File: config.mk
export PLATFORM = sky130hd
export DESIGN_NAME = banked_mapper_with_scanline_irq_flat
export DESIGN_NICKNAME = d
export VERILOG_FILES = /design/src/rtl/bmsi_pkg.sv /design/src/rtl/bmsi_in_if.sv /design/src/rtl/bmsi_out_if.sv /design/src/rtl/bmsi_bank_regs.sv /design/src/rtl/bmsi_irq_counter.sv /design/src/rtl/bmsi_out_skid.sv /design/src/rtl/banked_mapper_with_scanline_irq.sv /design/src/flat_wrapper.sv
export SDC_FILE = /design/constraint.sdc
export NUM_CORES = 1
export LEC_CHECK = 0
export BUFFER_PORTS_ARGS = -buffer_cell sky130_fd_sc_hd__buf_2
export CORE_UTILIZATION = 55
export CTS_BUF_LIST = sky130_fd_sc_hd__clkbuf_8
export CTS_CLUSTER_DIAMETER = 80
export DETAILED_ROUTE_END_ITERATION = 8
export GPL_TIMING_DRIVEN = 0
export PLACE_DENSITY = 0.81
export SLEW_MARGIN = 40
export SYNTH_ARGS = -nofsm -noshare
export SYNTH_HDL_FRONTEND = slang
export SYNTH_SLANG_ARGS = --single-unit
File: constraint.sdc
create_clock -name clk -period 9.3 [get_ports clk]
set_input_delay 1.86 -clock clk [delete_from_list [all_inputs] [get_ports clk]]
set_output_delay 1.86 -clock clk [all_outputs]
set_load 0.005 [all_outputs]
File: src/rtl/bmsi_pkg.sv
// ----------------------------------------------------------------------------
// bmsi_pkg
// Shared types and decode codes of the banked mapper with scanline irq.
// ----------------------------------------------------------------------------
package bmsi_pkg;

    // chr bank registers
    localparam int CHR_BANK_COUNT = 8;
    localparam int CHR_BANK_IDX_W = $clog2(CHR_BANK_COUNT);

    // item kinds
    typedef enum logic
    {
        OP_WRITE = 1'b0,
        OP_TICK  = 1'b1
    } op_t;

    // register window, address bits 15-12
    localparam logic [3:0] SEL_PRG_FIRST  = 4'h8;
    localparam logic [3:0] SEL_MIRROR     = 4'h9;
    localparam logic [3:0] SEL_PRG_SECOND = 4'hA;
    localparam logic [3:0] SEL_CHR_B      = 4'hB;
    localparam logic [3:0] SEL_CHR_C      = 4'hC;
    localparam logic [3:0] SEL_CHR_D      = 4'hD;
    localparam logic [3:0] SEL_CHR_E      = 4'hE;
    localparam logic [3:0] SEL_IRQ        = 4'hF;

    // offsets inside the mirroring window, address bits 3-0
    localparam logic [3:0] MIR_OFS_MODE = 4'h0;
    localparam logic [3:0] MIR_OFS_SWAP = 4'h2;

    // offsets inside the irq window, address bits 1-0
    localparam logic [1:0] IRQ_LATCH_LO = 2'd0;
    localparam logic [1:0] IRQ_LATCH_HI = 2'd1;
    localparam logic [1:0] IRQ_CONTROL  = 2'd2;
    localparam logic [1:0] IRQ_ACK      = 2'd3;

    localparam logic [7:0] IRQ_COUNT_TOP = 8'hFF;

    // one accepted item as seen by the register blocks
    typedef struct packed
    {
        logic        write;
        logic        tick;
        logic [15:0] address;
        logic [7:0]  data;
    } bus_cmd_t;

    // mapper registers after an item
    typedef struct packed
    {
        logic [7:0]                          prg_first;
        logic [7:0]                          prg_second;
        logic                                swap;
        logic [1:0]                          mirror;
        logic [CHR_BANK_COUNT-1:0][7:0]      chr;
    } bank_state_t;

    // one result item
    typedef struct packed
    {
        logic [7:0]  prg_bank_first;
        logic [7:0]  prg_bank_second;
        logic        prg_window_swapped;
        logic [1:0]  mirroring_mode;
        logic [63:0] chr_banks_packed;
        logic        irq_pulse;
    } out_item_t;

endpackage

File: src/rtl/bmsi_in_if.sv
// ----------------------------------------------------------------------------
// bmsi_in_if
// Input channel: cpu writes and scanline ticks, valid/ready handshake.
// ----------------------------------------------------------------------------
interface bmsi_in_if;
    logic        valid;
    logic        ready;
    logic        operation;
    logic [15:0] bus_address;
    logic [7:0]  write_data;

    modport source
    (
        output valid,
        output operation,
        output bus_address,
        output write_data,
        input  ready
    );

    modport sink
    (
        input  valid,
        input  operation,
        input  bus_address,
        input  write_data,
        output ready
    );
endinterface

File: src/rtl/bmsi_out_if.sv
// ----------------------------------------------------------------------------
// bmsi_out_if
// Result channel: mapper state after each item, valid/ready handshake.
// ----------------------------------------------------------------------------
interface bmsi_out_if;
    logic        valid;
    logic        ready;
    logic [7:0]  prg_bank_first;
    logic [7:0]  prg_bank_second;
    logic        prg_window_swapped;
    logic [1:0]  mirroring_mode;
    logic [63:0] chr_banks_packed;
    logic        irq_pulse;

    modport source
    (
        output valid,
        output prg_bank_first,
        output prg_bank_second,
        output prg_window_swapped,
        output mirroring_mode,
        output chr_banks_packed,
        output irq_pulse,
        input  ready
    );

    modport sink
    (
        input  valid,
        input  prg_bank_first,
        input  prg_bank_second,
        input  prg_window_swapped,
        input  mirroring_mode,
        input  chr_banks_packed,
        input  irq_pulse,
        output ready
    );
endinterface

File: src/rtl/bmsi_bank_regs.sv
// ----------------------------------------------------------------------------
// bmsi_bank_regs
// PRG, CHR, mirroring and swap registers with the cpu write decode.
// ----------------------------------------------------------------------------
module bmsi_bank_regs
    import bmsi_pkg::*;
(
    input  logic        clk,
    input  logic        rst_n,
    input  bus_cmd_t    cmd,
    output bank_state_t state_next
);

    bank_state_t               state_reg;
    logic [3:0]                sel;
    logic [CHR_BANK_IDX_W-1:0] chr_idx;

    assign sel     = cmd.address[15:12];
    assign chr_idx = {sel[1:0] + 2'd1, cmd.address[1]};

    // write decode
    always_comb
    begin
        state_next = state_reg;
        if (cmd.write)
        begin
            case (sel)
                SEL_PRG_FIRST:  state_next.prg_first  = cmd.data;
                SEL_PRG_SECOND: state_next.prg_second = cmd.data;
                SEL_MIRROR:
                begin
                    case (cmd.address[3:0])
                        MIR_OFS_MODE: state_next.mirror = cmd.data[1:0];
                        MIR_OFS_SWAP: state_next.swap   = cmd.data[1];
                        default:      state_next = state_reg;
                    endcase
                end
                SEL_CHR_B, SEL_CHR_C, SEL_CHR_D, SEL_CHR_E:
                begin
                    // even address takes the high nibble, odd the low nibble
                    if (cmd.address[0])
                        state_next.chr[chr_idx][3:0] = cmd.data[3:0];
                    else
                        state_next.chr[chr_idx][7:4] = cmd.data[3:0];
                end
                default: state_next = state_reg;
            endcase
        end
    end

    // state registers
    always_ff @(posedge clk or negedge rst_n)
    begin
        if (!rst_n)
            state_reg <= '0;
        else
            state_reg <= state_next;
    end

endmodule

File: src/rtl/bmsi_irq_counter.sv
// ----------------------------------------------------------------------------
// bmsi_irq_counter
// Scanline irq counter with reload latch, enable bits and acknowledge.
// ----------------------------------------------------------------------------
module bmsi_irq_counter
    import bmsi_pkg::*;
(
    input  logic     clk,
    input  logic     rst_n,
    input  bus_cmd_t cmd,
    output logic     pulse
);

    logic [7:0] reload_reg;
    logic [7:0] reload_next;
    logic [7:0] count_reg;
    logic [7:0] count_next;
    logic [1:0] enable_reg;
    logic [1:0] enable_next;

    // register writes and tick counting
    always_comb
    begin
        reload_next = reload_reg;
        count_next  = count_reg;
        enable_next = enable_reg;
        pulse       = 1'b0;
        if (cmd.write && (cmd.address[15:12] == SEL_IRQ))
        begin
            case (cmd.address[1:0])
                IRQ_LATCH_LO: reload_next[3:0] = cmd.data[3:0];
                IRQ_LATCH_HI: reload_next[7:4] = cmd.data[3:0];
                IRQ_CONTROL:
                begin
                    enable_next = cmd.data[1:0];
                    if (cmd.data[1])
                        count_next = reload_reg - 8'd1;
                end
                IRQ_ACK:      enable_next = {enable_reg[0], enable_reg[0]};
                default:      enable_next = enable_reg;
            endcase
        end
        if (cmd.tick && enable_reg[1])
        begin
            if (count_reg == IRQ_COUNT_TOP)
            begin
                count_next = reload_reg + 8'd1;
                pulse      = 1'b1;
            end
            else
            begin
                count_next = count_reg + 8'd1;
            end
        end
    end

    always_ff @(posedge clk or negedge rst_n)
    begin
        if (!rst_n)
        begin
            reload_reg <= '0;
            count_reg  <= '0;
            enable_reg <= '0;
        end
        else
        begin
            reload_reg <= reload_next;
            count_reg  <= count_next;
            enable_reg <= enable_next;
        end
    end

endmodule

File: src/rtl/bmsi_out_skid.sv
// ----------------------------------------------------------------------------
// bmsi_out_skid
// Result register with a skid stage, so input ready is a register output.
// ----------------------------------------------------------------------------
module bmsi_out_skid
    import bmsi_pkg::*;
(
    input  logic      clk,
    input  logic      rst_n,
    input  logic      push,
    input  out_item_t push_item,
    output logic      push_ready,
    output logic      pop_valid,
    input  logic      pop_ready,
    output out_item_t pop_item
);

    logic      main_valid_reg;
    logic      main_valid_next;
    logic      skid_valid_reg;
    logic      skid_valid_next;
    out_item_t main_item_reg;
    out_item_t main_item_next;
    out_item_t skid_item_reg;
    out_item_t skid_item_next;

    assign push_ready = !skid_valid_reg;
    assign pop_valid  = main_valid_reg;
    assign pop_item   = main_item_reg;

    // refill the result register from the skid stage first, then from the input
    always_comb
    begin
        main_valid_next = main_valid_reg;
        main_item_next  = main_item_reg;
        skid_valid_next = skid_valid_reg;
        skid_item_next  = skid_item_reg;
        if (!main_valid_reg || pop_ready)
        begin
            if (skid_valid_reg)
            begin
                main_valid_next = 1'b1;
                main_item_next  = skid_item_reg;
                skid_valid_next = 1'b0;
            end
            else
            begin
                main_valid_next = push;
                main_item_next  = push_item;
            end
        end
        else if (push)
        begin
            skid_valid_next = 1'b1;
            skid_item_next  = push_item;
        end
    end

    // control
    always_ff @(posedge clk or negedge rst_n)
    begin
        if (!rst_n)
        begin
            main_valid_reg <= 1'b0;
            skid_valid_reg <= 1'b0;
        end
        else
        begin
            main_valid_reg <= main_valid_next;
            skid_valid_reg <= skid_valid_next;
        end
    end

    // payload
    always_ff @(posedge clk)
    begin
        main_item_reg <= main_item_next;
        skid_item_reg <= skid_item_next;
    end

endmodule

File: src/rtl/banked_mapper_with_scanline_irq.sv
// ----------------------------------------------------------------------------
// banked_mapper_with_scanline_irq
// Cartridge bank mapper with a scanline irq counter.
// ----------------------------------------------------------------------------
// Usage:
//   cmd carries one item per handshake: operation 0 is a cpu register write
//   (bus_address, write_data), operation 1 is a scanline tick.
//   result carries one item per cmd item, in order: the PRG banks, the swap
//   bit, the mirroring mode, the eight CHR banks as they stand after that
//   item, and irq_pulse, set on the tick that wraps the irq counter.
//   The result is registered: an accepted item has its result valid right
//   after it unless result stalls; one item per cycle is sustained while taken.
//   The register update and the result are formed in one pass of decode
//   logic between the accept and the result register.
//   A stalled result channel: the result register plus one skid stage hold
//   two results; cmd.ready drops once both are full and comes back the
//   cycle after result takes one.
//   Reset clears every mapper and irq register and drops all pending results.
// ----------------------------------------------------------------------------
module banked_mapper_with_scanline_irq
    import bmsi_pkg::*;
(
    input  logic   clk,
    input  logic   rst_n,
    bmsi_in_if.sink     cmd,
    bmsi_out_if.source  result
);

    logic        accept;
    logic        push_ready;
    logic        pulse;
    bus_cmd_t    bus_cmd;
    bank_state_t bank_next;
    out_item_t   push_item;
    out_item_t   pop_item;

    // accepted item
    assign cmd.ready       = push_ready;
    assign accept          = cmd.valid && push_ready;
    assign bus_cmd.write   = accept && (cmd.operation == OP_WRITE);
    assign bus_cmd.tick    = accept && (cmd.operation == OP_TICK);
    assign bus_cmd.address = cmd.bus_address;
    assign bus_cmd.data    = cmd.write_data;

    bmsi_bank_regs u_bank_regs
    (
        .clk        (clk),
        .rst_n      (rst_n),
        .cmd        (bus_cmd),
        .state_next (bank_next)
    );

    bmsi_irq_counter u_irq_counter
    (
        .clk   (clk),
        .rst_n (rst_n),
        .cmd   (bus_cmd),
        .pulse (pulse)
    );

    // result item
    assign push_item.prg_bank_first     = bank_next.prg_first;
    assign push_item.prg_bank_second    = bank_next.prg_second;
    assign push_item.prg_window_swapped = bank_next.swap;
    assign push_item.mirroring_mode     = bank_next.mirror;
    assign push_item.chr_banks_packed   = bank_next.chr;
    assign push_item.irq_pulse          = pulse;

    bmsi_out_skid u_out_skid
    (
        .clk        (clk),
        .rst_n      (rst_n),
        .push       (accept),
        .push_item  (push_item),
        .push_ready (push_ready),
        .pop_valid  (result.valid),
        .pop_ready  (result.ready),
        .pop_item   (pop_item)
    );

    assign result.prg_bank_first     = pop_item.prg_bank_first;
    assign result.prg_bank_second    = pop_item.prg_bank_second;
    assign result.prg_window_swapped = pop_item.prg_window_swapped;
    assign result.mirroring_mode     = pop_item.mirroring_mode;
    assign result.chr_banks_packed   = pop_item.chr_banks_packed;
    assign result.irq_pulse          = pop_item.irq_pulse;

endmodule

File: src/flat_wrapper.sv
// flat-port wrapper written by rule: the top's interface ports become plain ports
module banked_mapper_with_scanline_irq_flat import bmsi_pkg::*;
  (clk, rst_n, cmd_valid, cmd_operation, cmd_bus_address, cmd_write_data, cmd_ready, result_valid, result_prg_bank_first, result_prg_bank_second, result_prg_window_swapped, result_mirroring_mode, result_chr_banks_packed, result_irq_pulse, result_ready);
  bmsi_in_if cmd_i ();
  bmsi_out_if result_i ();
  input  logic clk;
  input  logic rst_n;
  input wire logic [$bits(cmd_i.valid)-1:0] cmd_valid;
  input wire logic [$bits(cmd_i.operation)-1:0] cmd_operation;
  input wire logic [$bits(cmd_i.bus_address)-1:0] cmd_bus_address;
  input wire logic [$bits(cmd_i.write_data)-1:0] cmd_write_data;
  output wire logic [$bits(cmd_i.ready)-1:0] cmd_ready;
  output wire logic [$bits(result_i.valid)-1:0] result_valid;
  output wire logic [$bits(result_i.prg_bank_first)-1:0] result_prg_bank_first;
  output wire logic [$bits(result_i.prg_bank_second)-1:0] result_prg_bank_second;
  output wire logic [$bits(result_i.prg_window_swapped)-1:0] result_prg_window_swapped;
  output wire logic [$bits(result_i.mirroring_mode)-1:0] result_mirroring_mode;
  output wire logic [$bits(result_i.chr_banks_packed)-1:0] result_chr_banks_packed;
  output wire logic [$bits(result_i.irq_pulse)-1:0] result_irq_pulse;
  input wire logic [$bits(result_i.ready)-1:0] result_ready;
  assign cmd_i.valid = cmd_valid;
  assign cmd_i.operation = cmd_operation;
  assign cmd_i.bus_address = cmd_bus_address;
  assign cmd_i.write_data = cmd_write_data;
  assign cmd_ready = cmd_i.ready;
  assign result_valid = result_i.valid;
  assign result_prg_bank_first = result_i.prg_bank_first;
  assign result_prg_bank_second = result_i.prg_bank_second;
  assign result_prg_window_swapped = result_i.prg_window_swapped;
  assign result_mirroring_mode = result_i.mirroring_mode;
  assign result_chr_banks_packed = result_i.chr_banks_packed;
  assign result_irq_pulse = result_i.irq_pulse;
  assign result_i.ready = result_ready;
  banked_mapper_with_scanline_irq u_core (.clk(clk), .rst_n(rst_n), .cmd(cmd_i), .result(result_i));
endmodule
==> impl_metrics.ini, run 1 <==
[timing]
clock_skew_ns = 0.0239
slew_viol_final = 0
fmax_mhz = 222
period_share_pct = 48.5
whs_ns = 0.506
period_minus_slack_ns = 4.51
tns_ns = 0
worst_pin_slew_ns = 0.793
rsz0062_at_grt = no
max_slew_margin_pct = 47.1
setup_viol = 0
finalHoldViolCount = 0

[hold_path]
holdPathStages = 1
hold_path.class = flip-flop to flip-flop

[drt]
post_drt_wl_per_cell_um = 19.4
drt_wl_total_mm = 22.2
drt_first_pass_iters = 5
vias_per_cell = 5.59
vias = 6409
drt_iter0_markers = 447
ant_nets = 0
drc = 0

[synth]
ys_types = 60
synthCells = 688
synth_ff_type = edfxtp_1
avgSynthCellArea_um2 = 15.8
synth_top_cells_by_count = edfxtp_1 (168), mux2_2 (132), dfrtp_1 (103), nand2_1 (53), clkbuf_1 (30)
synth-async-reset-ratio_pct = 38.0
syn-cell-area_mm2 = 0.0109
synth.area.top_cells = edfxtp_1 (46%), dfrtp_1 (24%), mux2_2 (14%), nand2_1 (1.8%), o211ai_1 (1.5%)
synth_edf_count = 168
synth_seq_cells = 271
synth_most_common_cell = edfxtp_1
seq_area_frac_synth_pct = 70.2
yosysTopAreaCellShare_pct = 46.5
yosys.area.top_type = edfxtp_1
yosysWarnings = 0
syn_nets = 719

[setup_path]
critPathSlowestCell = clkbuf_1
path_class = flip-flop to output port
end_kind = output port
crit_buf_inv = 5
crit_cells = 5
reg2regPathDepth = 6
critPathLaunchType = flip-flop
cp.required_ns = 7.44
worst_ep_arrival_time_ns = 2.65
cp_max_fo = 10
cp_top_family = buffers and inverters
slowest_delay_ns = 0.62
crit_chain = clkbuf_1, clkinv_1, clkbuf_1, clkbuf_1, buf_2
path_common_cell = clkbuf_1

[layout]
fillers = 1429
area_growth_pct = 17.3
antenna_cells = 0
drive_gt1_share_pct = 37.1
final_nets = 877

[job]
cap_violations = 0

[clock_network]
cts_setup_buffers = 0
cts_tree = built
h-tree-depth = 2
cts_hold_buf = 0
clk_latency_ns = 0.56
cts_resized = 0
clk_pin_slew_ns = 0.06
clock_path_buffers = 3
cts_sinks = 271
root_buffer = clkbuf_8
cts_buffers = 43

[die]
num_rows = 51
io_pins = 115
die_w_um = 142
core_mm2 = 0.0194
initial_utilization_pct = 56.0
dieArea_mm2 = 0.0203
fp.dieH_um = 142

[placed_design]
hpwl_mm = 14.3
gp_congestion = 0.835
portBuffers = 101

[outcome]
status = finished clean

[power]
p_leak_nw = 5.31
vdd_drop_max_mv = 0.153
power_density_mw_per_mm2 = 211

[global_route]
antenna_found_initial = 0
grt.total_usage_pct = 22.8
grt_pass1_vias = 6424
grt-ovfl-total = 0
grt_max_degree = 72
grt_pass1_wl_mm = 35.0
==> final timing paths <==
| kind | startpoint | to | slack (ns) |
|---|---|---|---|
| hold reg to reg | u_core.u_bank_regs.state_reg[27] | u_core.u_bank_regs.state_reg[27] | 0.51 |
| hold / removal | u_core.u_bank_regs.state_reg[27] | u_core.u_bank_regs.state_reg[27] | 0.51 |
| max in group asynchronous | rst_n | u_core.u_bank_regs.state_reg[73] | 7.47 |
| min in group asynchronous | rst_n | u_core.u_bank_regs.state_reg[32] | 1.18 |
| setup / recovery | u_core.u_out_skid.skid_valid_reg | cmd_ready | 4.79 |
| setup reg to reg | u_core.u_out_skid.skid_valid_reg | u_core.u_out_skid.pop_item[54] | 6.23 |
==> cell families (layout without fill, tap and decap cells) <==
logic type	count (synthesis)	after routing	share of synthesized area [%]
AO/OA/AOI/OAI	78	78	5.44
XOR/XNOR	7	7	0.565
adder cells (fa/ha/maj)	2	2	0.230
flip-flops	271	271	70.2
multiplexers	138	138	14.2
AND/OR/NAND/NOR	142	142	7.48
buffers and inverters	50	243	1.82
==> layer usage <==
layer | GRT usage (%) | routed length (um) | share of wire, %
met5 | 0 | 0 | 0
met4 | 7.53 | 419 | 1.9
met3 | 6.02 | 1500 | 6.7
met2 | 35.5 | 10600 | 48
met1 | 31.3 | 9750 | 44
==> layout by cell type, fill, tap and decap left out, types with 9 or more instances in the layout <==
master / instances
nand3_1: 26
clkbuf_1: 30
edfxtp_1: 168
nor2_1: 9
mux2_2: 132
o211ai_1: 21
nand4_1: 11
o21ai_0: 28
dfrtp_1: 103
buf_2: 105
clkbuf_8: 49
inv_1: 27
nand2_1: 53
==> through the flow <==
step                power (mW)  setup slack [ns]  cells  util, %  instance area (um^2)
floorplan                 1.62              2.95    688        -                 10900
global placement          1.72             0.646   1054     60.3                 11700
detailed placement        1.74              5.09   1066     61.3                 11900
CTS                       2.71              4.77   1146     65.6                 12700
global route              2.79              4.65   1146     65.6                 12700
finish                    2.68              4.79   1146     65.6                 12700
==> report_power, final <==
| part | internal (mW) | total [mW] | switching, mW |
|---|---|---|---|
| logic | 0.118 | 0.270 | 0.151 |
| registers | 1.41 | 1.44 | 0.0338 |
| clock network | 0.512 | 0.967 | 0.455 |
| total | 2.04 | 2.68 | 0.640 |
==> cell type report <==
class                           count  area, um^2  area share, %
Buffer                             40         160           1.26
Clock buffer                       49         674           5.30
Tap cell                          265         332           2.60
Inverter                           10        37.5          0.295
Sequential cell                   271        7620           59.9
Timing Repair Buffer              113         677           5.32
Clock inverter                     31         160           1.26
Multi-Input combinational cell    367        3070           24.1
No activity file was read; power rests on OpenSTA's default activity.
==> inputs of run 2 (changes only) <==
CORE_UTILIZATION = 61   (was 55)
PLACE_DENSITY = 0.85   (was 0.81)
clock period = 4.6 ns   (was 9.3 ns; I/O delays follow)
==> run 2 against run 1 <==
Total power up 110%. Via count increased by 0.94%. Critical path depth unchanged. Final area fell by 0.22%. Register-to-register slack worse by 4.6 ns. Critical path type unchanged. Highest routed layer unchanged.
==> impl_metrics.ini, run 2 (synthesis gave the netlist of run 1 again) <==
[outcome]
status = finished clean

[timing]
worst_pin_slew_ns = 0.811
period_minus_slack_ns = 3.60
setup_viol = 0
clock_skew_ns = 0.0173
slew_viol_final = 0
finalHoldViolCount = 0
max_slew_margin_pct = 46.0
postLayoutSetupSlackWorst_ns = 1.00
period_share_pct = 78.2
rsz0062_at_grt = no
fmax_mhz = 278

[clock_network]
root_buffer = clkbuf_8
cts_buffers = 42
h-tree-depth = 2
cts_sinks = 271
cts_resized = 0
clk_pin_slew_ns = 0.06
clk_latency_ns = 0.54
clock_path_buffers = 3
cts_hold_buf = 0
cts_tree = built
cts_setup_buffers = 0

[setup_path]
path_class = flip-flop to output port
slowest_delay_ns = 0.62
critPathLaunchType = flip-flop
cp.required_ns = 3.68
worst_ep_arrival_time_ns = 2.68
crit_chain = clkbuf_1, clkinv_1, clkbuf_1, clkbuf_1, buf_2
end_kind = output port
rrSetupSlack_ns = 1.59
critPathSlowestCell = clkbuf_1
path_common_cell = clkbuf_1
cp_max_fo = 10

[layout]
fin_area_mm2 = 0.0127
instances_no_fill = 1103
final_nets = 875
layout_common_cells = edfxtp_1 (168), mux2_2 (132), buf_2 (105), dfrtp_1 (103), nand2_1 (53)
final_common_cell = edfxtp_1
area_growth_pct = 17.0
drive_gt1_share_pct = 37.9
final_util_pct = 73.2

[global_route]
grt.met1_usage_pct = 34.0
grt_pass1_wl_mm = 36.2
grt.total_usage_pct = 26.4
use_met3_pct = 6.06
grt.busiest_layer = met2
grt_pass1_vias = 6659
grtUsageMet2_pct = 44.3
antenna_found_initial = 1
grt-ovfl-total = 0
grt_max_degree = 74

[drt]
drt_wl_total_mm = 23.0
vias = 6469
drc = 0
post_drt_wl_per_cell_um = 20.8
drt_iter0_markers = 463
ant_nets = 0
vias_per_cell = 5.86
drt_first_pass_iters = 5

[power]
p_switching_mw = 1.30
p_clk_share_pct = 36.8
p_total_mw = 5.50
p_int_mw = 4.20
comb_power_share_pct = 9.9
vdd_drop_max_mv = 0.414
power_density_mw_per_mm2 = 433
sw_frac_of_total_pct = 23.6
p_leak_nw = 5.29
power_frac_seq_pct = 53.2

[job]
cap_violations = 0

[die]
io_pins = 115
num_rows = 48
initial_utilization_pct = 62.5
fp.dieH_um = 135
die_w_um = 135
core_mm2 = 0.0174
dieArea_mm2 = 0.0183

[hold_path]
hold_path.class = input port to asynchronous set/reset pin

[placed_design]
preCtsSetupSlack_ns = 1.23
hpwl_mm = 15.3
gp_congestion = 0.856
dp.cells = 1025
portBuffers = 101
place_area_mm2 = 0.0118
-- run 2: area by class of cell --
cell class,count,area (um^2)
Tap cell,225,282
Clock inverter,27,181
Inverter,10,37.5
Antenna cell,1,2.50
Clock buffer,50,688
Multi-Input combinational cell,367,3070
Sequential cell,271,7620
Buffer,40,160
Timing Repair Buffer,112,662
Fill cell,1094,4650
-- run 2: worst paths after layout --
| kind | from | to | cells past startpoint |
|---|---|---|---|
| max reg2reg | u_core.u_out_skid.skid_valid_reg | u_core.u_out_skid.skid_item_reg[61] | 6 |
| min reg2reg | u_core.u_bank_regs.state_reg[72] | u_core.u_bank_regs.state_reg[72] | 1 |
| min in group clk | u_core.u_bank_regs.state_reg[72] | u_core.u_bank_regs.state_reg[72] | 1 |
| max in group asynchronous | rst_n | u_core.u_bank_regs.state_reg[73] | 2 |
| min | rst_n | u_core.u_irq_counter.count_reg[3] | 1 |
| max | u_core.u_out_skid.skid_valid_reg | cmd_ready | 5 |
-- run 2: stage by stage --
step | setup TNS (ns) | hold WS [ns]
global placement | -87.75 | 0.487
global route | 0 | 0.235
CTS | 0 | 0.227
detailed placement | 0 | 0.493
floorplan | 0 | 0.476
finish | 0 | 0.248
-- run 2: layer usage --
| layer | up-vias | share of wire, % |
|---|---|---|
| li1 | 2926 | - |
| met1 | 3265 | 40 |
| met2 | 232 | 51 |
| met3 | 46 | 6.3 |
| met4 | 0 | 2.5 |
| met5 | - | 0 |
-- run 2: worst max-delay path: cells and delay by family (launching register included) --
| kind | cells | cell delay [ns] |
|---|---|---|
| buffers and inverters | 5 | 1.77 |
| DFF | 1 | 0.38 |
-- run 2: power groups by stage --
stage	Sequential [mW]	Combinational [mW]	Clock (mW)
global placement	2.96	0.499	0
detailed placement	2.97	0.547	0
CTS	2.93	0.551	2.07
floorplan	2.97	0.303	0
finish	2.93	0.547	2.03
global route	2.94	0.600	2.16
